<file path="src/clcr_pkg.sv">
// Package for the CR LF line command receiver: field widths, byte codes,
// command codes and keyword character tables. No dependencies.
package clcr_pkg;

    localparam int LEN_W = 6;
    localparam int IDLE_W = 20;
    localparam int BYTE_W = 8;
    localparam int CODE_W = 2;
    localparam int KW_N = 3;
    localparam int CFG_DATA_W = 32;
    localparam int CFG_ADDR_W = 3;

    localparam int MAX_LINE_DEF = 62;

    localparam logic [IDLE_W-1:0] IDLE_MAX = '1;
    localparam logic [IDLE_W-1:0] IDLE_TIMEOUT_RST = 20'd50000;

    localparam logic [BYTE_W-1:0] BYTE_CR = 8'h0D;
    localparam logic [BYTE_W-1:0] BYTE_LF = 8'h0A;
    localparam logic [BYTE_W-1:0] PRINT_LO = 8'h20;
    localparam logic [BYTE_W-1:0] PRINT_HI = 8'h7E;

    localparam logic [LEN_W-1:0] KW_START_LEN = 6'd5;
    localparam logic [LEN_W-1:0] KW_STOP_LEN = 6'd4;
    localparam logic [LEN_W-1:0] KW_STATUS_LEN = 6'd10;

    localparam logic [KW_N-1:0] MATCH_ALL = '1;

    // Register index taken from the word address.
    localparam logic [CFG_ADDR_W-3:0] REG_IDLE_TIMEOUT = 1'b0;

    typedef enum logic [CODE_W-1:0] {
        CMD_START   = 2'd0,
        CMD_STOP    = 2'd1,
        CMD_STATUS  = 2'd2,
        CMD_UNKNOWN = 2'd3
    } t_cmd_code;

    typedef struct packed {
        logic       valid;
        t_cmd_code  code;
    } t_result;

    // Keyword characters by position; zero past the end never matches a
    // printable byte.
    function automatic logic [BYTE_W-1:0] kw_start_char(input logic [LEN_W-1:0] pos);
        case (pos)
            6'd0: return "S";
            6'd1: return "T";
            6'd2: return "A";
            6'd3: return "R";
            6'd4: return "T";
            default: return 8'h00;
        endcase
    endfunction

    function automatic logic [BYTE_W-1:0] kw_stop_char(input logic [LEN_W-1:0] pos);
        case (pos)
            6'd0: return "S";
            6'd1: return "T";
            6'd2: return "O";
            6'd3: return "P";
            default: return 8'h00;
        endcase
    endfunction

    function automatic logic [BYTE_W-1:0] kw_status_char(input logic [LEN_W-1:0] pos);
        case (pos)
            6'd0: return "G";
            6'd1: return "E";
            6'd2: return "T";
            6'd3: return "_";
            6'd4: return "S";
            6'd5: return "T";
            6'd6: return "A";
            6'd7: return "T";
            6'd8: return "U";
            6'd9: return "S";
            default: return 8'h00;
        endcase
    endfunction

endpackage

</file>
<file path="src/clcr_if.sv">
// Stream interfaces of the line command receiver: byte and tick input,
// command code output. Depends on clcr_pkg.
interface clcr_in_if;
    logic                         valid;
    logic                         ready;
    logic                         op;
    logic [clcr_pkg::BYTE_W-1:0]  rx_byte;

    modport source (output valid, output op, output rx_byte, input ready);
    modport sink (input valid, input op, input rx_byte, output ready);
endinterface

interface clcr_out_if;
    logic                         valid;
    logic                         ready;
    logic [clcr_pkg::CODE_W-1:0]  command_code;

    modport source (output valid, output command_code, input ready);
    modport sink (input valid, input command_code, output ready);
endinterface

</file>
<file path="src/clcr_regs.sv">
// APB-style configuration register holding the idle timeout.
// Depends on clcr_pkg.
module clcr_regs (
    input  logic                             i_clk,
    input  logic                             i_rst_n,
    input  logic                             psel,
    input  logic                             penable,
    input  logic                             pwrite,
    input  logic [clcr_pkg::CFG_ADDR_W-1:0]  paddr,
    input  logic [clcr_pkg::CFG_DATA_W-1:0]  pwdata,
    output logic [clcr_pkg::CFG_DATA_W-1:0]  prdata,
    output logic                             pready,
    output logic [clcr_pkg::IDLE_W-1:0]      o_idle_timeout
);

    logic [clcr_pkg::IDLE_W-1:0] r_idle_timeout;
    logic                        sel_timeout;

    assign sel_timeout = (paddr[clcr_pkg::CFG_ADDR_W-1:2] == clcr_pkg::REG_IDLE_TIMEOUT);
    assign pready = 1'b1;

    always_ff @(posedge i_clk) begin
        if (!i_rst_n) begin
            r_idle_timeout <= clcr_pkg::IDLE_TIMEOUT_RST;
        end else if (psel && penable && pwrite && sel_timeout) begin
            r_idle_timeout <= pwdata[clcr_pkg::IDLE_W-1:0];
        end
    end

    always_comb begin
        prdata = '0;
        if (sel_timeout) begin
            prdata = {{(clcr_pkg::CFG_DATA_W - clcr_pkg::IDLE_W){1'b0}}, r_idle_timeout};
        end
    end

    assign o_idle_timeout = r_idle_timeout;

endmodule

</file>
<file path="src/clcr_parser.sv">
// Line state and incremental keyword matcher; one transaction per cycle
// while the queue has space. Depends on clcr_pkg and clcr_in_if.
module clcr_parser #(
    parameter int MAX_LINE = clcr_pkg::MAX_LINE_DEF
) (
    input  logic                         i_clk,
    input  logic                         i_rst_n,
    clcr_in_if.sink                      i_in,
    input  logic                         i_space,
    input  logic [clcr_pkg::IDLE_W-1:0]  i_idle_timeout,
    output clcr_pkg::t_result            o_result
);

    localparam logic [clcr_pkg::LEN_W-1:0] MAX_LEN = clcr_pkg::LEN_W'(MAX_LINE);

    logic [clcr_pkg::LEN_W-1:0]   r_len, n_len;
    logic                         r_cr, n_cr;
    logic                         r_disc, n_disc;
    logic [clcr_pkg::IDLE_W-1:0]  r_idle, n_idle;
    logic [clcr_pkg::KW_N-1:0]    r_match, n_match;

    logic                         accept;
    logic                         partial;
    logic                         printable;
    logic [clcr_pkg::IDLE_W-1:0]  idle_inc;
    logic [clcr_pkg::BYTE_W-1:0]  b;
    clcr_pkg::t_cmd_code          line_code;

    assign i_in.ready = i_space;
    assign accept = i_in.valid && i_space;
    assign b = i_in.rx_byte;
    assign partial = (r_len != '0) || r_cr || r_disc;
    assign printable = (b >= clcr_pkg::PRINT_LO) && (b <= clcr_pkg::PRINT_HI);
    assign idle_inc = (r_idle == clcr_pkg::IDLE_MAX) ? r_idle
                                                     : r_idle + clcr_pkg::IDLE_W'(1);

    always_comb begin
        if (r_match[0] && r_len == clcr_pkg::KW_START_LEN) begin
            line_code = clcr_pkg::CMD_START;
        end else if (r_match[1] && r_len == clcr_pkg::KW_STOP_LEN) begin
            line_code = clcr_pkg::CMD_STOP;
        end else if (r_match[2] && r_len == clcr_pkg::KW_STATUS_LEN) begin
            line_code = clcr_pkg::CMD_STATUS;
        end else begin
            line_code = clcr_pkg::CMD_UNKNOWN;
        end
    end

    always_comb begin
        logic clear;
        clear = 1'b0;
        n_len = r_len;
        n_cr = r_cr;
        n_disc = r_disc;
        n_idle = r_idle;
        n_match = r_match;
        o_result.valid = 1'b0;
        o_result.code = line_code;
        if (accept) begin
            if (i_in.op) begin
                // Ticks only count while a line is partial.
                if (partial) begin
                    n_idle = idle_inc;
                    if (idle_inc >= i_idle_timeout) begin
                        clear = 1'b1;
                    end
                end
            end else begin
                n_idle = '0;
                if (r_disc) begin
                    if (r_cr && b == clcr_pkg::BYTE_LF) begin
                        clear = 1'b1;
                    end else begin
                        n_cr = (b == clcr_pkg::BYTE_CR);
                    end
                end else if (r_cr) begin
                    if (b == clcr_pkg::BYTE_LF) begin
                        o_result.valid = 1'b1;
                        clear = 1'b1;
                    end else begin
                        n_disc = 1'b1;
                        n_cr = (b == clcr_pkg::BYTE_CR);
                    end
                end else if (b == clcr_pkg::BYTE_CR) begin
                    n_cr = 1'b1;
                end else if (!printable || r_len >= MAX_LEN) begin
                    n_disc = 1'b1;
                    n_cr = 1'b0;
                end else begin
                    n_match[0] = r_match[0] && (b == clcr_pkg::kw_start_char(r_len));
                    n_match[1] = r_match[1] && (b == clcr_pkg::kw_stop_char(r_len));
                    n_match[2] = r_match[2] && (b == clcr_pkg::kw_status_char(r_len));
                    n_len = r_len + clcr_pkg::LEN_W'(1);
                end
            end
        end
        if (clear) begin
            n_len = '0;
            n_cr = 1'b0;
            n_disc = 1'b0;
            n_idle = '0;
            n_match = clcr_pkg::MATCH_ALL;
        end
    end

    always_ff @(posedge i_clk) begin
        if (!i_rst_n) begin
            r_len <= '0;
            r_cr <= 1'b0;
            r_disc <= 1'b0;
            r_idle <= '0;
            r_match <= clcr_pkg::MATCH_ALL;
        end else begin
            r_len <= n_len;
            r_cr <= n_cr;
            r_disc <= n_disc;
            r_idle <= n_idle;
            r_match <= n_match;
        end
    end

`ifndef SYNTHESIS
    a_len_bound: assert property (@(posedge i_clk) disable iff (!i_rst_n)
        r_len <= MAX_LEN)
        else $error("line length beyond maximum");

    a_empty_idle: assert property (@(posedge i_clk) disable iff (!i_rst_n)
        !partial |-> r_idle == '0)
        else $error("idle count running on an empty line");

    a_result_on_byte: assert property (@(posedge i_clk) disable iff (!i_rst_n)
        o_result.valid |-> (accept && !i_in.op && r_cr && !r_disc))
        else $error("command emitted without a CR LF transaction");
`endif

endmodule

</file>
<file path="src/clcr_out_queue.sv">
// Two-entry result queue between the parser and the output channel.
// Depends on clcr_pkg and clcr_out_if.
module clcr_out_queue (
    input  logic               i_clk,
    input  logic               i_rst_n,
    input  clcr_pkg::t_result  i_result,
    output logic               o_space,
    clcr_out_if.source         o_out
);

    localparam int DEPTH = 2;
    localparam int PTR_W = $clog2(DEPTH);
    localparam int CNT_W = $clog2(DEPTH + 1);

    logic [clcr_pkg::CODE_W-1:0] r_mem [DEPTH];
    logic [PTR_W-1:0]            r_wr_ptr;
    logic [PTR_W-1:0]            r_rd_ptr;
    logic [CNT_W-1:0]            r_count;
    logic                        push;
    logic                        pop;

    assign o_space = (r_count != CNT_W'(DEPTH));
    assign push = i_result.valid;
    assign pop = o_out.valid && o_out.ready;
    assign o_out.valid = (r_count != '0);
    assign o_out.command_code = r_mem[r_rd_ptr];

    always_ff @(posedge i_clk) begin
        if (push) begin
            r_mem[r_wr_ptr] <= i_result.code;
        end
    end

    always_ff @(posedge i_clk) begin
        if (!i_rst_n) begin
            r_wr_ptr <= '0;
            r_rd_ptr <= '0;
            r_count <= '0;
        end else begin
            if (push) begin
                r_wr_ptr <= r_wr_ptr + PTR_W'(1);
            end
            if (pop) begin
                r_rd_ptr <= r_rd_ptr + PTR_W'(1);
            end
            if (push && !pop) begin
                r_count <= r_count + CNT_W'(1);
            end else if (pop && !push) begin
                r_count <= r_count - CNT_W'(1);
            end
        end
    end

`ifndef SYNTHESIS
    a_no_overflow: assert property (@(posedge i_clk) disable iff (!i_rst_n)
        push |-> o_space)
        else $error("result pushed into a full queue");

    a_push_shows: assert property (@(posedge i_clk) disable iff (!i_rst_n)
        (push && r_count == '0) |=> o_out.valid)
        else $error("pushed result not presented");

    a_count_bound: assert property (@(posedge i_clk) disable iff (!i_rst_n)
        r_count <= CNT_W'(DEPTH))
        else $error("queue count out of range");
`endif

endmodule

</file>
<file path="src/crlf_line_command_receiver.sv">
// Top level of the CR LF line command receiver.
// Depends on clcr_pkg, clcr_if, clcr_regs, clcr_parser and clcr_out_queue.
// Usage:
//   i_in carries one transaction per received UART byte (op = 0) or per
//   microsecond tick (op = 1). Printable bytes build a line; CR LF ends it
//   and one command code (START, STOP, status query or unknown) leaves on
//   o_out. Malformed lines are dropped up to the next CR LF, and a partial
//   line is dropped after idle_timeout_us ticks without a byte.
//   The APB port holds idle_timeout_us at byte address 0; pready is
//   always high and a write lands at the access cycle.
// Throughput:
//   One input transaction per cycle while the queue has space. The
//   code for a line enters the result queue when the LF is taken. The
//   line state update is a single parser pass between its state registers.
// Reset:
//   i_rst_n is synchronous; it empties the line, clears the result queue
//   and sets the idle timeout to 50000.
// Stalls:
//   A two-entry queue holds codes while o_out.ready is low; i_in.ready
//   drops only when both entries are full.
module crlf_line_command_receiver #(
    parameter int MAX_LINE = clcr_pkg::MAX_LINE_DEF
) (
    input  logic                             i_clk,
    input  logic                             i_rst_n,
    clcr_in_if.sink                          i_in,
    clcr_out_if.source                       o_out,
    input  logic                             psel,
    input  logic                             penable,
    input  logic                             pwrite,
    input  logic [clcr_pkg::CFG_ADDR_W-1:0]  paddr,
    input  logic [clcr_pkg::CFG_DATA_W-1:0]  pwdata,
    output logic [clcr_pkg::CFG_DATA_W-1:0]  prdata,
    output logic                             pready
);

    logic [clcr_pkg::IDLE_W-1:0] idle_timeout;
    logic                        space;
    clcr_pkg::t_result           result;

    clcr_regs u_regs (
        .i_clk          (i_clk),
        .i_rst_n        (i_rst_n),
        .psel           (psel),
        .penable        (penable),
        .pwrite         (pwrite),
        .paddr          (paddr),
        .pwdata         (pwdata),
        .prdata         (prdata),
        .pready         (pready),
        .o_idle_timeout (idle_timeout)
    );

    clcr_parser #(
        .MAX_LINE (MAX_LINE)
    ) u_parser (
        .i_clk          (i_clk),
        .i_rst_n        (i_rst_n),
        .i_in           (i_in),
        .i_space        (space),
        .i_idle_timeout (idle_timeout),
        .o_result       (result)
    );

    clcr_out_queue u_queue (
        .i_clk    (i_clk),
        .i_rst_n  (i_rst_n),
        .i_result (result),
        .o_space  (space),
        .o_out    (o_out)
    );

endmodule

</file>
<file path="src/flat_wrapper.sv">
// flat-port wrapper written by rule: the top's interface ports become plain ports
module crlf_line_command_receiver_flat 
#(
    parameter int MAX_LINE = clcr_pkg::MAX_LINE_DEF
)
  (i_clk, i_rst_n, psel, penable, pwrite, paddr, pwdata, prdata, pready, i_in_valid, i_in_op, i_in_rx_byte, i_in_ready, o_out_valid, o_out_command_code, o_out_ready);
  clcr_in_if i_in_i ();
  clcr_out_if o_out_i ();
  input  logic i_clk;
  input  logic i_rst_n;
  input  logic psel;
  input  logic penable;
  input  logic pwrite;
  input  logic [clcr_pkg::CFG_ADDR_W-1:0] paddr;
  input  logic [clcr_pkg::CFG_DATA_W-1:0] pwdata;
  output logic [clcr_pkg::CFG_DATA_W-1:0] prdata;
  output logic pready;
  input wire logic [$bits(i_in_i.valid)-1:0] i_in_valid;
  input wire logic [$bits(i_in_i.op)-1:0] i_in_op;
  input wire logic [$bits(i_in_i.rx_byte)-1:0] i_in_rx_byte;
  output wire logic [$bits(i_in_i.ready)-1:0] i_in_ready;
  output wire logic [$bits(o_out_i.valid)-1:0] o_out_valid;
  output wire logic [$bits(o_out_i.command_code)-1:0] o_out_command_code;
  input wire logic [$bits(o_out_i.ready)-1:0] o_out_ready;
  assign i_in_i.valid = i_in_valid;
  assign i_in_i.op = i_in_op;
  assign i_in_i.rx_byte = i_in_rx_byte;
  assign i_in_ready = i_in_i.ready;
  assign o_out_valid = o_out_i.valid;
  assign o_out_command_code = o_out_i.command_code;
  assign o_out_i.ready = o_out_ready;
  crlf_line_command_receiver #(.MAX_LINE(MAX_LINE)) u_core (.i_clk(i_clk), .i_rst_n(i_rst_n), .i_in(i_in_i), .o_out(o_out_i), .psel(psel), .penable(penable), .pwrite(pwrite), .paddr(paddr), .pwdata(pwdata), .prdata(prdata), .pready(pready));
endmodule
</file>
<file path="config.mk">
export PLATFORM = sky130hd
export DESIGN_NAME = crlf_line_command_receiver_flat
export DESIGN_NICKNAME = d
export VERILOG_FILES = /design/src/clcr_pkg.sv /design/src/clcr_if.sv /design/src/clcr_regs.sv /design/src/clcr_parser.sv /design/src/clcr_out_queue.sv /design/src/crlf_line_command_receiver.sv /design/src/flat_wrapper.sv
export SDC_FILE = /design/constraint.sdc
export NUM_CORES = 1
export LEC_CHECK = 0
export ABC_AREA = 1
export ABC_CLOCK_PERIOD_IN_PS = 2800
export BUFFER_PORTS_ARGS = -buffer_cell sky130_fd_sc_hd__buf_2
export CAP_MARGIN = 40
export CORE_MARGIN = 5
export CORE_UTILIZATION = 38
export CTS_CLUSTER_SIZE = 24
export DETAILED_ROUTE_END_ITERATION = 16
export GPL_TIMING_DRIVEN = 0
export SYNTH_ARGS = -nofsm -noshare
export SYNTH_HDL_FRONTEND = slang
export SYNTH_SLANG_ARGS = --single-unit
</file>
<file path="constraint.sdc">
create_clock -name i_clk -period 2.8 [get_ports i_clk]
set_input_delay 0.42 -clock i_clk [delete_from_list [all_inputs] [get_ports i_clk]]
set_output_delay 0.42 -clock i_clk [all_outputs]
set_load 0.05 [all_outputs]
</file>
==> run summary, run 1 <==
Worst Tran Pin Value: 0.6101 ns
reg-to-reg slack, setup: -0.22 ns
CP Launch Type: register
first-pass GRT wire length: 20.00 mm
synthesis-to-finish area growth: 33.30%
post-DR wirelength/cell: 13.96 um
Avg Cell Area, Syn: 6.860 um2
most frequent cells in the layout: nand2_1 (128), inv_1 (76), nor2_1 (65)
crit path kind: reg2reg
max incr delay on CP: 0.36 ns
Final setup violation count: 26
DR vias: 4445
Synth area leader: dfxtp_1
CTS root buf: clkbuf_16
clock-pin slew on the worst setup and hold paths: 0.05 ns
HPWL Detailed: 9.320 mm
fin. max-slew vios: 0
Syn Inst Count: 636
Setup WS pre-CTS: -0.5374 ns
min-delay worst type: in2reg
final wirelength: 12.47 mm
most common cell after layout, fill and taps aside: nand2_1
Layout Nets: 825
Worst-Skew Late Latency: 0.33 ns
WHS Path Cells: 3
Die Width: 117.2 um
Hold Path Origin: pwdata[9]
failing checks: negative setup slack
Post-Syn Area: 4363 um2
largest net degree at the start of global routing: 11
crit share post-route: 107.9%
antenna cell count: 0
Rows: 39
TritonCTS clock tree: yes
max_cap viols: 0
largest fanout on the critical path: 3
synth unique cells: 43
max frequency: 331.1 MHz
Crit. End Element: register
Seq cells post-synth: 66
Hold Violations, Final: 0
DRC viols: 0
crit path DAT: 3.30 ns
number of global-route vias before repair: 4144
CTS H-tree depth: 3
Initial DRT Pass Iterations: 5
hold_buf cts: 0
Overall Power: 2.475 mW
initial DRC count: 284
fill cell count: 1137
maximum clock path buffer count: 2
RePlAce Congestion: 0.8933
WHS: 0.3125 ns
Power Dens Cells: 425.6 nW/um2
post-synthesis sequential area ratio: 31.20%
CP max-delay cell: dfxtp_4
initial core utilization: 38.54%
Synth area leaders: dfxtp_1 (28%), nand2_1 (12%), ha_1 (8.3%)
TNS Setup: -1.464 ns
Port Buffers: 60
Die Y: 117.2 um
antenna violations before repair: 0
Peak VDD IR: 0.0002286 V
Finished Cell Area: 5816 um2
TritonCTS sink count: 66
# IOs: 88
Yosys warnings: 0
fin crit period: 3.021 ns
worst endpoint required time: 3.07 ns
Worst Slack Setup Final: -0.2206 ns
Min-Delay Endpoint: u_core.u_regs.o_idle_timeout[9]
RSZ-0062 raised after global routing: true
FF-to-FF Start: u_core.u_parser.r_idle[1]
Final ANT Viol Nets: 0
number of CTS-inserted buffers: 9
Crit. Startpoint: u_core.u_parser.r_idle[1]
Synth top area share: 28.45%
area of the core: 11320 um2
R2R cell count: 25
relative slew slack: 59.33%
status: complete, but fails checks
total congestion overflow: 0
Worst Skew: 0.006050 ns
Vias/cell: 4.978
placement-stage cell area: 4955 um2
total die area: 13720 um2
All-Layer GR Usage: 18.62%
layout cell share with drive strength beyond 1: 28.67%
Leak: 2.862 nW
cell mode on critical path: nand2_2
cells by family after synthesis:
logic type	Yosys count	synth area share (%)
compound gates	96	12.88
xor+xnor	21	4.216
fa+ha+maj	29	8.317
buf+inv	120	12.16
flops	66	31.20
mux	2	0.5162
other cells	2	0.1721
simple gates	300	30.54
area by class of cell:
class | count | area (um2) | share of cell area (%)
inverters | 88 | 347.8 | 5.981
well taps | 143 | 178.9 | 3.077
clock inverters | 3 | 40.04 | 0.6885
clock buffers | 13 | 240.2 | 4.131
repair buffers | 87 | 556.8 | 9.574
plain buffers | 32 | 215.2 | 3.701
flip-flops and latches | 66 | 1394 | 23.97
multi-input cells | 461 | 2843 | 48.88
worst max-delay path: cells and delay by family, from the launching register on:
kind,cells,cell delay (ns)
AND/OR/NAND/NOR,15,1.25
buffers and inverters,6,0.45
XOR/XNOR,1,0.20
adder cells (fa/ha/maj),3,0.69
flip-flops,1,0.36
per-layer routing:
metal,global-route usage (%),up-vias,part of all wire (%)
met4,6.804,0,1.9
li1,-,2246,-
met5,0,-,0
met1,26.49,2030,48
met2,29.03,149,44
met3,2.159,20,6.4
timing repair:
action                                  in CTS  in global routing
gates resized for setup                     65                 21
gates cloned                                 1                  1
pin swaps                                   31                 21
endpoints found under the setup margin      30                 37
setup buffers                               21                  6
worst max path at each step:
stage | end
finish | register
global route | register
CTS | register
detailed placement | register
global placement | register
floorplan | register
synthesized netlist by cell type (all sizes together):
master / count
o21a: 2
edfxtp: 4
nand3: 29
ha: 29
clkbuf: 9
nand2: 154
a31oi: 1
xnor2: 1
mux2: 2
a211oi: 1
clkinv: 1
and3: 1
a22oi: 14
nor3: 14
a21o: 1
xor2: 20
conb: 2
o21ai: 30
nor4: 3
nand4: 13
o211ai: 8
nor2: 83
a21oi: 39
nor3b: 2
dfxtp: 62
inv: 87
or2: 1
buf: 23
power breakdown:
part | internal, mW | leakage, nW | switching, mW
clock | 0.687 | 0.138 | 0.394
sequential | 0.968 | 0.534 | 0.0138
combinational | 0.131 | 2.19 | 0.282
total | 1.79 | 2.86 | 0.690
stage by stage:
| step | utilization [%] | cells |
|---|---|---|
| floorplan | - | 647 |
| global placement | 43.77 | 850 |
| detailed placement | 43.77 | 850 |
| CTS | 50.21 | 887 |
| global route | 51.37 | 893 |
| finish | 51.37 | 893 |
Note: power is estimated with default switching activity, not from simulation.
==> run 2, diff against run 1 <==
- ABC_CLOCK_PERIOD_IN_PS: 2800 -> 2600
- clock period: 2.8 -> 2.6 ns (I/O delays scaled with it)
==> run summary, run 2 (synthesized netlist as in run 1, its figures left out) <==
status: complete, but fails checks
failing checks: negative setup slack
final std cells w/o fill: 905
crit path kind: reg2reg
CTS root buf: clkbuf_16
WHS Path Cells: 3
first-pass GRT wire length: 19.35 mm
number of CTS-inserted buffers: 9
TritonCTS clock tree: yes
crit path DAT: 3.22 ns
DR vias: 4360
antenna violations before repair: 0
CTS H-tree depth: 3
combinational power share: 17.3%
max frequency: 333.3 MHz
Power Dens Cells: 444.3 nW/um2
Int Power: 1.963 mW
DRC viols: 0
total die area: 13720 um2
Die Width: 117.2 um
Worst-Skew Late Latency: 0.34 ns
Worst Slack Setup Final: -0.4006 ns
TNS Setup: -8.670 ns
worst endpoint required time: 2.82 ns
WHS: 0.2763 ns
# IOs: 88
post-DR wirelength/cell: 13.64 um
relative slew slack: 60.83%
initial core utilization: 38.54%
Final ANT Viol Nets: 0
Port Buffers: 60
Hold Violations, Final: 0
min-delay worst type: in2reg
largest fanout on the critical path: 5
TritonCTS sink count: 66
layout cell share with drive strength beyond 1: 35.17%
fin crit period: 3.001 ns
Layout Nets: 837
Peak VDD IR: 0.0004676 V
number of global-route vias before repair: 4276
multi-input gate area in the final layout: 3019 um2
Flop pwr share: 38.7%
fill cell count: 1090
RSZ-0062 raised after global routing: true
FF-to-FF Start: u_core.u_parser.r_idle[1]
R2R cell count: 25
maximum clock path buffer count: 2
initial DRC count: 222
Final setup violation count: 37
DP Cell Count: 850
clock-pin slew on the worst setup and hold paths: 0.06 ns
area of the core: 11320 um2
crit share post-route: 115.4%
Leak: 2.939 nW
Die Y: 117.2 um
antenna cell count: 0
total congestion overflow: 0
switching share of power: 27.96%
grt met2 use: 33.86%
Clk pwr share: 44.0%
Psw: 0.7617 mW
Vias/cell: 4.818
RePlAce Congestion: 0.8948
most common cell after layout, fill and taps aside: nand2_1
most frequent cells in the layout: nand2_1 (117), inv_1 (72), buf_2 (61)
fin. max-slew vios: 0
register area: 1401 um2
synthesis-to-finish area growth: 40.55%
grt met1 use: 19.77%
post-layout util: 54.17%
CP Launch Type: register
HPWL Detailed: 9.091 mm
Setup WS pre-CTS: -0.7158 ns
Crit. Startpoint: u_core.u_parser.r_idle[1]
All-Layer GR Usage: 17.89%
GRT Max-Usage Layer: met2
M3 GR Usage: 3.342%
Initial DRT Pass Iterations: 4
Worst Skew: 0.01083 ns
largest net degree at the start of global routing: 12
max_cap viols: 0
Crit. End Element: register
final wirelength: 12.35 mm
Hold Path Origin: pwdata[14]
Rows: 39
Worst Tran Pin Value: 0.5875 ns
==> run 2: changes by cell type in the layout (fill, tap and decap cells not counted), moves of 5 or more <==
cell / before / now
nand2_2: 18 / 25
a21oi_2: 5 / 10
buf_4: 37 / 43
nor2_1: 65 / 55
nand2_1: 128 / 117
nor2_2: 9 / 15
a21oi_1: 34 / 29
==> run 2: layer usage <==
layer	share of wire [%]	vias to the layer above
li1	-	2274
met1	41	1981
met2	53	87
met3	4.2	18
met4	1.8	0
met5	0	-
==> run 2: worst paths after layout <==
| path | endpoint | slack, ns |
|---|---|---|
| worst max-delay path | register | -0.40 |
| worst min-delay path | u_core.u_regs.o_idle_timeout[14] | 0.28 |
| worst max register to register | register | -0.40 |
| worst min register to register | u_core.u_parser.r_match[0] | 0.45 |
==> run 2: layout make-up <==
type	count	area share, %
flip-flops and latches	66	22.85
inverters	88	5.713
clock buffers	13	4.081
repair buffers	99	10.90
clock inverters	3	0.6529
multi-input cells	461	49.23
plain buffers	32	3.652
well taps	143	2.918
==> run 2: metrics by stage <==
step	power, mW	instance area (um2)
6_report	2.725	6132
3_5_place_dp	1.481	4982
2_1_floorplan	1.374	4503
4_1_cts	2.714	5689
5_1_grt	2.831	6132
3_3_place_gp	1.473	4982
==> run 2: power by group through the flow <==
stage / registers, mW / logic (mW) / clock network (mW)
floorplan: 1.08 / 0.295 / 0
global placement: 1.08 / 0.391 / 0
detailed placement: 1.08 / 0.398 / 0
CTS: 1.06 / 0.430 / 1.22
global route: 1.06 / 0.513 / 1.26
finish: 1.05 / 0.471 / 1.20
==> run 2: timing repair <==
action	in CTS	in global routing
resized for setup	62	81
gates cloned	1	1
buffers inserted	23	14
hold buffers	0	0
pin swaps	25	29
endpoints found under the setup margin	37	37
==> run 2: critical path, stage by stage (launching register included) <==
cell,delay [ns]
dfxtp_4,0.37
ha_4,0.17
nand3_4,0.09
inv_4,0.08
nand2_4,0.05
nor2_4,0.12
nand2_4,0.11
buf_4,0.18
buf_4,0.13
nand2_2,0.08
ha_1,0.23
nand2_1,0.08
nor2_2,0.04
nand2_1,0.06
nand2_1,0.07
a21oi_2,0.14
nand2_2,0.09
nand2_4,0.10
nand2_8,0.07
clkinv_8,0.07
nand2_8,0.06
buf_4,0.13
buf_4,0.12
buf_6,0.11
nand2_4,0.07
nand2_1,0.05
